$ cat config.mk
export PLATFORM = sky130hd
export DESIGN_NAME = unix_time_to_calendar_date
export DESIGN_NICKNAME = d
export VERILOG_FILES = /design/src/ute_pkg.sv /design/src/ute_split.sv /design/src/ute_cycle.sv /design/src/ute_date.sv /design/src/unix_time_to_calendar_date.sv
export SDC_FILE = /design/constraint.sdc
export NUM_CORES = 2
export LEC_CHECK = 0
export BUFFER_PORTS_ARGS = -buffer_cell sky130_fd_sc_hd__clkbuf_2
export CAP_MARGIN = 20
export CORE_UTILIZATION = 40
export CTS_CLUSTER_DIAMETER = 50
export CTS_CLUSTER_SIZE = 10
export DETAILED_ROUTE_END_ITERATION = 7
export HOLD_SLACK_MARGIN = 0.15
export PLACE_DENSITY = 0.56
export SYNTH_ARGS = -nofsm -noshare
export SYNTH_HDL_FRONTEND = slang
export SYNTH_SLANG_ARGS = --single-unit
$ cat constraint.sdc
create_clock -name clk -period 5.55 [get_ports clk]
set_input_delay 0.2775 -clock clk [delete_from_list [all_inputs] [get_ports clk]]
set_output_delay 0.2775 -clock clk [all_outputs]
set_load 0.03 [all_outputs]
$ cat src/ute_pkg.sv
// Shared types, constants and month table for the Unix time to calendar date converter.
package ute_pkg;

    localparam int SECS_PER_HOUR  = 3600;
    localparam int SECS_PER_MIN   = 60;
    localparam int DAY_DIV_SHIFT  = 7;
    localparam int DAY_DIV_ODD    = 675;
    localparam int DAY_RECIP      = 101806632;
    localparam int DAYS_PER_CYCLE = 1461;
    localparam int CYCLE_RECIP    = 2939744;
    localparam int HOUR_RECIP     = 4660;
    localparam int MIN_RECIP      = 1092;
    localparam int YEAR_BASE      = 1970;
    localparam int YEAR1_START    = 365;
    localparam int YEAR2_START    = 730;
    localparam int YEAR3_START    = 1096;
    localparam int ZONE_RESET     = 8;

    localparam int ADDR_W = 3;
    localparam logic REG_ZONE = 1'b0;

    typedef struct packed {
        logic [15:0] days;
        logic [16:0] secs;
    } split_t;

    typedef struct packed {
        logic [5:0]  cycles;
        logic [10:0] day_of_cycle;
        logic [4:0]  hour;
        logic [11:0] sec_of_hour;
    } cycle_t;

    typedef struct packed {
        logic [5:0]  minute;
        logic [4:0]  hour;
        logic [4:0]  day_of_month;
        logic [3:0]  month;
        logic [11:0] year;
    } date_t;

    function automatic logic [8:0] month_start(input logic leap, input logic [3:0] idx);
        logic [8:0] base;
        case (idx)
            4'd0:    base = 9'd0;
            4'd1:    base = 9'd31;
            4'd2:    base = 9'd59;
            4'd3:    base = 9'd90;
            4'd4:    base = 9'd120;
            4'd5:    base = 9'd151;
            4'd6:    base = 9'd181;
            4'd7:    base = 9'd212;
            4'd8:    base = 9'd243;
            4'd9:    base = 9'd273;
            4'd10:   base = 9'd304;
            4'd11:   base = 9'd334;
            default: base = 9'd0;
        endcase
        if (leap && idx >= 4'd2)
        begin
            base = base + 9'd1;
        end
        return base;
    endfunction

endpackage

$ cat src/ute_split.sv
// Zone offset add and split of local seconds into days and seconds of day.
module ute_split
    import ute_pkg::*;
(
    input  logic        clk,
    input  logic        rst_n,
    input  logic [3:0]  zone,
    input  logic        in_valid,
    output logic        in_ready,
    input  logic [31:0] epoch,
    output logic        out_valid,
    input  logic        out_ready,
    output split_t      out_split
);

    logic        v1_reg, v2_reg, v3_reg, v4_reg;
    logic        load1, load2, load3, load4;

    logic [32:0] local1_reg, local1_next;
    logic [32:0] local2_reg;
    logic [52:0] prod2_reg, prod2_next;
    logic [15:0] q3_reg, q3_next;
    logic [10:0] r3_reg, r3_next;
    logic [6:0]  low3_reg;
    split_t      split4_reg, split4_next;

    logic [25:0] r_wide;
    logic [10:0] r_fix;

    assign load4    = !v4_reg || out_ready;
    assign load3    = !v3_reg || load4;
    assign load2    = !v2_reg || load3;
    assign load1    = !v1_reg || load2;
    assign in_ready = load1;

    always_comb
    begin
        local1_next = {1'b0, epoch} + 33'(zone) * 33'(SECS_PER_HOUR);
        prod2_next  = 53'(local1_reg[32:DAY_DIV_SHIFT]) * 53'(DAY_RECIP);
        q3_next     = prod2_reg[51:36];
        r_wide      = local2_reg[32:DAY_DIV_SHIFT] - 26'(q3_next) * 26'(DAY_DIV_ODD);
        r3_next     = r_wide[10:0];
        r_fix       = r3_reg;
        split4_next.days = q3_reg;
        if (r3_reg >= 11'(DAY_DIV_ODD))
        begin
            split4_next.days = q3_reg + 16'd1;
            r_fix            = r3_reg - 11'(DAY_DIV_ODD);
        end
        split4_next.secs = {r_fix[9:0], low3_reg};
    end

    always_ff @(posedge clk or negedge rst_n)
    begin
        if (!rst_n)
        begin
            v1_reg <= 1'b0;
            v2_reg <= 1'b0;
            v3_reg <= 1'b0;
            v4_reg <= 1'b0;
        end
        else
        begin
            if (load1) v1_reg <= in_valid;
            if (load2) v2_reg <= v1_reg;
            if (load3) v3_reg <= v2_reg;
            if (load4) v4_reg <= v3_reg;
        end
    end

    always_ff @(posedge clk)
    begin
        if (load1 && in_valid)
        begin
            local1_reg <= local1_next;
        end
        if (load2 && v1_reg)
        begin
            prod2_reg  <= prod2_next;
            local2_reg <= local1_reg;
        end
        if (load3 && v2_reg)
        begin
            q3_reg   <= q3_next;
            r3_reg   <= r3_next;
            low3_reg <= local2_reg[DAY_DIV_SHIFT-1:0];
        end
        if (load4 && v3_reg)
        begin
            split4_reg <= split4_next;
        end
    end

    assign out_valid = v4_reg;
    assign out_split = split4_reg;

`ifndef ASSERT_OFF
    a_secs_range: assert property (@(posedge clk) disable iff (!rst_n)
        v4_reg |-> (split4_reg.secs < 17'd86400))
        else $error("seconds of day out of range");
`endif

endmodule

$ cat src/ute_cycle.sv
// Split of days into four-year cycles and of seconds of day into hours.
module ute_cycle
    import ute_pkg::*;
(
    input  logic   clk,
    input  logic   rst_n,
    input  logic   in_valid,
    output logic   in_ready,
    input  split_t in_split,
    output logic   out_valid,
    input  logic   out_ready,
    output cycle_t out_cycle
);

    logic        v5_reg, v6_reg, v7_reg;
    logic        load5, load6, load7;

    logic [37:0] prodc5_reg, prodc5_next;
    logic [29:0] prodh5_reg, prodh5_next;
    split_t      split5_reg;
    logic [5:0]  cyc6_reg, cyc6_next;
    logic [11:0] dr6_reg, dr6_next;
    logic [4:0]  hr6_reg, hr6_next;
    logic [12:0] sr6_reg, sr6_next;
    cycle_t      cycle7_reg, cycle7_next;

    logic [15:0] dr_wide;
    logic [16:0] sr_wide;
    logic [11:0] dr_fix;
    logic [12:0] sr_fix;

    assign load7    = !v7_reg || out_ready;
    assign load6    = !v6_reg || load7;
    assign load5    = !v5_reg || load6;
    assign in_ready = load5;

    always_comb
    begin
        prodc5_next = 38'(in_split.days) * 38'(CYCLE_RECIP);
        prodh5_next = 30'(in_split.secs) * 30'(HOUR_RECIP);
        cyc6_next   = prodc5_reg[37:32];
        hr6_next    = prodh5_reg[28:24];
        dr_wide     = split5_reg.days - 16'(cyc6_next) * 16'(DAYS_PER_CYCLE);
        sr_wide     = split5_reg.secs - 17'(hr6_next) * 17'(SECS_PER_HOUR);
        dr6_next    = dr_wide[11:0];
        sr6_next    = sr_wide[12:0];

        dr_fix             = dr6_reg;
        cycle7_next.cycles = cyc6_reg;
        if (dr6_reg >= 12'(DAYS_PER_CYCLE))
        begin
            dr_fix             = dr6_reg - 12'(DAYS_PER_CYCLE);
            cycle7_next.cycles = cyc6_reg + 6'd1;
        end
        sr_fix           = sr6_reg;
        cycle7_next.hour = hr6_reg;
        if (sr6_reg >= 13'(SECS_PER_HOUR))
        begin
            sr_fix           = sr6_reg - 13'(SECS_PER_HOUR);
            cycle7_next.hour = hr6_reg + 5'd1;
        end
        cycle7_next.day_of_cycle = dr_fix[10:0];
        cycle7_next.sec_of_hour  = sr_fix[11:0];
    end

    always_ff @(posedge clk or negedge rst_n)
    begin
        if (!rst_n)
        begin
            v5_reg <= 1'b0;
            v6_reg <= 1'b0;
            v7_reg <= 1'b0;
        end
        else
        begin
            if (load5) v5_reg <= in_valid;
            if (load6) v6_reg <= v5_reg;
            if (load7) v7_reg <= v6_reg;
        end
    end

    always_ff @(posedge clk)
    begin
        if (load5 && in_valid)
        begin
            prodc5_reg <= prodc5_next;
            prodh5_reg <= prodh5_next;
            split5_reg <= in_split;
        end
        if (load6 && v5_reg)
        begin
            cyc6_reg <= cyc6_next;
            dr6_reg  <= dr6_next;
            hr6_reg  <= hr6_next;
            sr6_reg  <= sr6_next;
        end
        if (load7 && v6_reg)
        begin
            cycle7_reg <= cycle7_next;
        end
    end

    assign out_valid = v7_reg;
    assign out_cycle = cycle7_reg;

endmodule

$ cat src/ute_date.sv
// Year, month and day lookup within a four-year cycle, minute split, output register.
module ute_date
    import ute_pkg::*;
(
    input  logic   clk,
    input  logic   rst_n,
    input  logic   in_valid,
    output logic   in_ready,
    input  cycle_t in_cycle,
    output logic   out_valid,
    input  logic   out_ready,
    output date_t  out_date
);

    logic        v8_reg, v9_reg;
    logic        load8, load9;

    logic [11:0] year8_reg, year8_next;
    logic        leap8_reg, leap8_next;
    logic [8:0]  doy8_reg, doy8_next;
    logic [4:0]  hour8_reg;
    logic [11:0] sh8_reg;
    logic [22:0] prodm8_reg, prodm8_next;
    date_t       date9_reg, date9_next;

    logic [1:0]  yoff;
    logic [10:0] dc;
    logic [3:0]  midx;
    logic [8:0]  dom_wide;
    logic [5:0]  min_est;
    logic [11:0] t_wide;

    assign load9    = !v9_reg || out_ready;
    assign load8    = !v8_reg || load9;
    assign in_ready = load8;

    always_comb
    begin
        dc         = in_cycle.day_of_cycle;
        leap8_next = 1'b0;
        if (dc < 11'(YEAR1_START))
        begin
            yoff      = 2'd0;
            doy8_next = dc[8:0];
        end
        else if (dc < 11'(YEAR2_START))
        begin
            yoff      = 2'd1;
            doy8_next = 9'(dc - 11'(YEAR1_START));
        end
        else if (dc < 11'(YEAR3_START))
        begin
            yoff       = 2'd2;
            leap8_next = 1'b1;
            doy8_next  = 9'(dc - 11'(YEAR2_START));
        end
        else
        begin
            yoff      = 2'd3;
            doy8_next = 9'(dc - 11'(YEAR3_START));
        end
        year8_next  = 12'(YEAR_BASE) + {4'd0, in_cycle.cycles, 2'b00} + 12'(yoff);
        prodm8_next = 23'(in_cycle.sec_of_hour) * 23'(MIN_RECIP);

        midx = 4'd0;
        for (int k = 1; k < 12; k++)
        begin
            if (doy8_reg >= month_start(leap8_reg, 4'(k)))
            begin
                midx = 4'(k);
            end
        end
        dom_wide = doy8_reg - month_start(leap8_reg, midx) + 9'd1;

        min_est = prodm8_reg[21:16];
        t_wide  = sh8_reg - 12'(min_est) * 12'(SECS_PER_MIN);
        if (t_wide >= 12'(SECS_PER_MIN))
        begin
            min_est = min_est + 6'd1;
        end

        date9_next.year         = year8_reg;
        date9_next.month        = midx + 4'd1;
        date9_next.day_of_month = dom_wide[4:0];
        date9_next.hour         = hour8_reg;
        date9_next.minute       = min_est;
    end

    always_ff @(posedge clk or negedge rst_n)
    begin
        if (!rst_n)
        begin
            v8_reg <= 1'b0;
            v9_reg <= 1'b0;
        end
        else
        begin
            if (load8) v8_reg <= in_valid;
            if (load9) v9_reg <= v8_reg;
        end
    end

    always_ff @(posedge clk)
    begin
        if (load8 && in_valid)
        begin
            year8_reg  <= year8_next;
            leap8_reg  <= leap8_next;
            doy8_reg   <= doy8_next;
            hour8_reg  <= in_cycle.hour;
            sh8_reg    <= in_cycle.sec_of_hour;
            prodm8_reg <= prodm8_next;
        end
        if (load9 && v8_reg)
        begin
            date9_reg <= date9_next;
        end
    end

    assign out_valid = v9_reg;
    assign out_date  = date9_reg;

`ifndef ASSERT_OFF
    a_month_range: assert property (@(posedge clk) disable iff (!rst_n)
        v9_reg |-> (date9_reg.month >= 4'd1 && date9_reg.month <= 4'd12))
        else $error("month out of range");
    a_day_range: assert property (@(posedge clk) disable iff (!rst_n)
        v9_reg |-> (date9_reg.day_of_month >= 5'd1))
        else $error("day of month is zero");
    a_time_range: assert property (@(posedge clk) disable iff (!rst_n)
        v9_reg |-> (date9_reg.hour <= 5'd23 && date9_reg.minute <= 6'd59))
        else $error("hour or minute out of range");
`endif

endmodule

$ cat src/unix_time_to_calendar_date.sv
// Top level: Unix seconds to local calendar date, stream ports and register port.
//
//  channel  | direction | word
//  s_*      | in        | epoch_seconds[31:0]
//  m_*      | out       | year, month, day_of_month, hour, minute
//  apb      | in/out    | zone_offset_hours at byte address 0
//
// Nine register stages from s_tdata to m_tdata, one word per cycle while m_tready is high.
// Divisions use pipelined reciprocal multipliers, and each stage holds one word.
// Reset clears all stage valid bits and sets the zone offset to 8 hours.
// A stall on m_tready holds the output word; earlier stages still fill any bubbles.
module unix_time_to_calendar_date
    import ute_pkg::*;
(
    input  logic              clk,
    input  logic              rst_n,
    input  logic              s_tvalid,
    output logic              s_tready,
    input  logic [31:0]       s_tdata,   // [31:0] epoch_seconds
    output logic              m_tvalid,
    input  logic              m_tready,
    output logic [31:0]       m_tdata,   // year[11:0], month, day_of_month, hour, minute
    input  logic              psel,
    input  logic              penable,
    input  logic              pwrite,
    input  logic [ADDR_W-1:0] paddr,
    input  logic [31:0]       pwdata,
    output logic [31:0]       prdata,
    output logic              pready
);

    logic [3:0] zone_reg, zone_next;
    logic       cfg_write;

    logic       split_valid, split_ready;
    split_t     split_word;
    logic       cycle_valid, cycle_ready;
    cycle_t     cycle_word;
    date_t      date_word;

    assign pready    = 1'b1;
    assign cfg_write = psel && penable && pwrite && (paddr[ADDR_W-1] == REG_ZONE);
    assign zone_next = cfg_write ? pwdata[3:0] : zone_reg;
    assign prdata    = (paddr[ADDR_W-1] == REG_ZONE) ? {28'd0, zone_reg} : 32'd0;

    always_ff @(posedge clk or negedge rst_n)
    begin
        if (!rst_n)
        begin
            zone_reg <= 4'(ZONE_RESET);
        end
        else
        begin
            zone_reg <= zone_next;
        end
    end

    ute_split u_split
    (
        .clk       (clk),
        .rst_n     (rst_n),
        .zone      (zone_reg),
        .in_valid  (s_tvalid),
        .in_ready  (s_tready),
        .epoch     (s_tdata),
        .out_valid (split_valid),
        .out_ready (split_ready),
        .out_split (split_word)
    );

    ute_cycle u_cycle
    (
        .clk       (clk),
        .rst_n     (rst_n),
        .in_valid  (split_valid),
        .in_ready  (split_ready),
        .in_split  (split_word),
        .out_valid (cycle_valid),
        .out_ready (cycle_ready),
        .out_cycle (cycle_word)
    );

    ute_date u_date
    (
        .clk       (clk),
        .rst_n     (rst_n),
        .in_valid  (cycle_valid),
        .in_ready  (cycle_ready),
        .in_cycle  (cycle_word),
        .out_valid (m_tvalid),
        .out_ready (m_tready),
        .out_date  (date_word)
    );

    assign m_tdata = date_word;

endmodule
==> results.ini <==
[status]
failed_checks=setup timing
outcome=finished, violations left

[worst_setup_path]
critical_path_required_ns=6.01
path_class=flip-flop to flip-flop
setup.worst_path.end_class=flip-flop
crit_arrival_ns=6.43
r2r_setup_slack_ns=-0.42
critPathMaxFanout=3
crit-reg2reg-launch=u_split.local1_reg[22]$_DFFE_PP_
cp-start-kind=flip-flop
rr_endpoint=u_split.prod2_reg[51]$_DFFE_PP_
reg2regPathDepth=21

[placement]
dp_cells=4449
dpl.hpwl_um=59400
port_buffers=81
dp_slack_ns=-0.673
gp_congestion=0.859

[floorplan]
start_util=0.405
ioPinCount=141
die_y_um=296
row_count=107
coreArea_mm2=0.0855
die_w_um=296
die_area_mm2=0.0878

[layout]
drive_above_1_share=0.162
diodes=0
area_delta_synth_final_pct=18.8
fillers=7674
stdcell_count=4621
largest_reg_flops=34
nNetsFinal=4580

[clocking]
clock_latency_ns=0.61
cts_buffers=52
cts_tree=built
h-tree-depth=2
cts_max_path_buffers=3
clock-root-buffer=clkbuf_16
path_clk_slew_ns=0.05
clock-sinks=328

[global_routing]
met2_usage=0.297
grt.busiest_layer=met2
grt_pass1_wl_um=115000
grt_antenna_before_repair=0
grt_overflow=0
grtUsageTotal=0.166
met3_usage=0.0199
grt_pass1_vias=22600
grt_max_degree=44
use_met1=0.211

[detailed_routing]
wl_per_cell_um=15.3
drtIter0Drc=613
detail-route-antenna-nets=0
totalWireLength_um=70900
num_vias=21700
viasPerCell=4.71
dr.pass1.iters=5
remaining_drc_errors=0

[timing]
fin_worst_skew_ns=0.0441
worst_pin_slew_ns=1.04
min_period_ns=5.97
drv_slew=0
setup_viol=17
min_period_over_period=1.08
slew-limit-headroom=0.294
rsz0062_at_grt=true
final.setup.worst_slack_ns=-0.423
clock.fmax_ghz=0.167
hold_violations=0

[synthesis]
yosysWarnings=0
netlist_area_mm2=0.0347
synth_top_family_by_area=adder cells
synth_edf_count=315
synth_top_area_cell=edfxtp_1
synthDominantCellAreaShare=0.273
async_flop_share=0.0396
syn_inst=3057
synth_mux_area_frac=0.00285
ys_top_cells_by_count=ha_1, inv_1, fa_1
yosysSeqAreaShare=0.282
ys_types=83
yosys_register_bits=328
synth.most_common_cell=ha_1
synth.area.top_cells=edfxtp_1, ha_1, fa_1
synth_ff_type=edfxtp_1
synthSimpleGateAreaFrac=0.0525
synth-compound-area-share=0.0731
syn-mean-instance-area_um2=11.3
synth_adder_area_share=0.462
synth_xor_area_frac=0.0478

[min_path]
hold_class=primary input to flip-flop
holdPathStages=3
whs_endpoint=zone_reg[3]$_DFFE_PN1P_
min_from=penable

[flow_run]
cap_violations=0

kinds of logic after synthesis:
kind of cell	count (synthesis)
AO/OA/AOI/OAI	384
XOR/XNOR	189
adder cells (fa/ha/maj)	1072
buffers and inverters	702
flip-flops	328
multiplexers	9
other	2
AND/OR/NAND/NOR	371
routing by layer:
layer / up-vias / wire (um) / share of wire
met3: 89 / 1870 / 0.026
met1: 10400 / 32000 / 0.45
met2: 225 / 35400 / 0.50
met5: - / 0 / 0
li1: 11000 / - / -
met4: 0 / 1580 / 0.022
cells in the final DEF, fill, tap and decap left out, drive strengths merged, types with 35 or more instances in the layout:
cell type and n:
fa 347, a21o 47, buf 221, edfxtp 315, xor2 55, inv 671
nor2 88, nand2 100, xnor2 134, clkbuf 152, ha 725, o21ai 88
a21oi 106, dlygate4sd3 35
through the flow:
step           instance area, um^2  setup TNS, ns  utilization  hold slack, ns
4_1_cts                      40700          -5.21        0.476           0.151
6_report                     41200          -5.17        0.481           0.186
2_1_floorplan                35000          -1.45            -         -0.0181
3_3_place_gp                 38000          -6.81        0.444           0.299
3_5_place_dp                 38000          -8.02        0.444           0.303
5_1_grt                      41200          -7.92        0.481           0.168
cell type report:
cell class              instances  area [um^2]  area share
clock buffers                  71         1410      0.0343
clock inverters                26          308     0.00748
inverters                     661         2480      0.0603
multi-input cells            2054        23200       0.563
flip-flops and latches        328         9790       0.238
well taps                    1144         1430      0.0348
repair buffers                337         2590      0.0630
how the worst max path moves through the flow:
stage                     slack [ns]                               to  depth (start not counted)                              from
after floorplan                -0.32  u_split.prod2_reg[51]$_DFFE_PP_                         22  u_split.local1_reg[20]$_DFFE_PP_
after global placement         -0.59  u_split.prod2_reg[51]$_DFFE_PP_                         20  u_split.local1_reg[10]$_DFFE_PP_
after detailed placement       -0.67  u_split.prod2_reg[51]$_DFFE_PP_                         19  u_split.local1_reg[15]$_DFFE_PP_
after CTS                      -0.42  u_split.prod2_reg[51]$_DFFE_PP_                         21  u_split.local1_reg[22]$_DFFE_PP_
after global routing           -0.63  u_split.prod2_reg[51]$_DFFE_PP_                         21  u_split.local1_reg[22]$_DFFE_PP_
final                          -0.42  u_split.prod2_reg[51]$_DFFE_PP_                         21  u_split.local1_reg[22]$_DFFE_PP_
worst max-delay path, cell delays in order (launching register included):
cell and delay [ns]:
edfxtp_1 0.47, buf_6 0.16, fa_2 0.40, ha_4 0.28
inv_2 0.03, fa_1 0.47, fa_1 0.56, inv_1 0.05
fa_2 0.34, fa_1 0.53, inv_1 0.05, fa_1 0.50
inv_2 0.05, ha_4 0.16, a21oi_4 0.16, o221ai_4 0.15
a2111oi_4 0.30, a22oi_2 0.17, a2111oi_4 0.43, o21ai_2 0.13
a2111o_1 0.39, o211ai_2 0.08
timing repair:
item                                    in CTS  in global routing
endpoints found under the setup margin      22                 23
hold buffers                                35                  0
pin swaps                                  106                 59
gates resized for setup                     93                 62
hold endpoints to repair                    42                  0
setup buffers                               27                 14
Power is left out: the tool's default activity adds up to more than one toggle a clock period on the data nets, which glitch-free logic cannot reach.
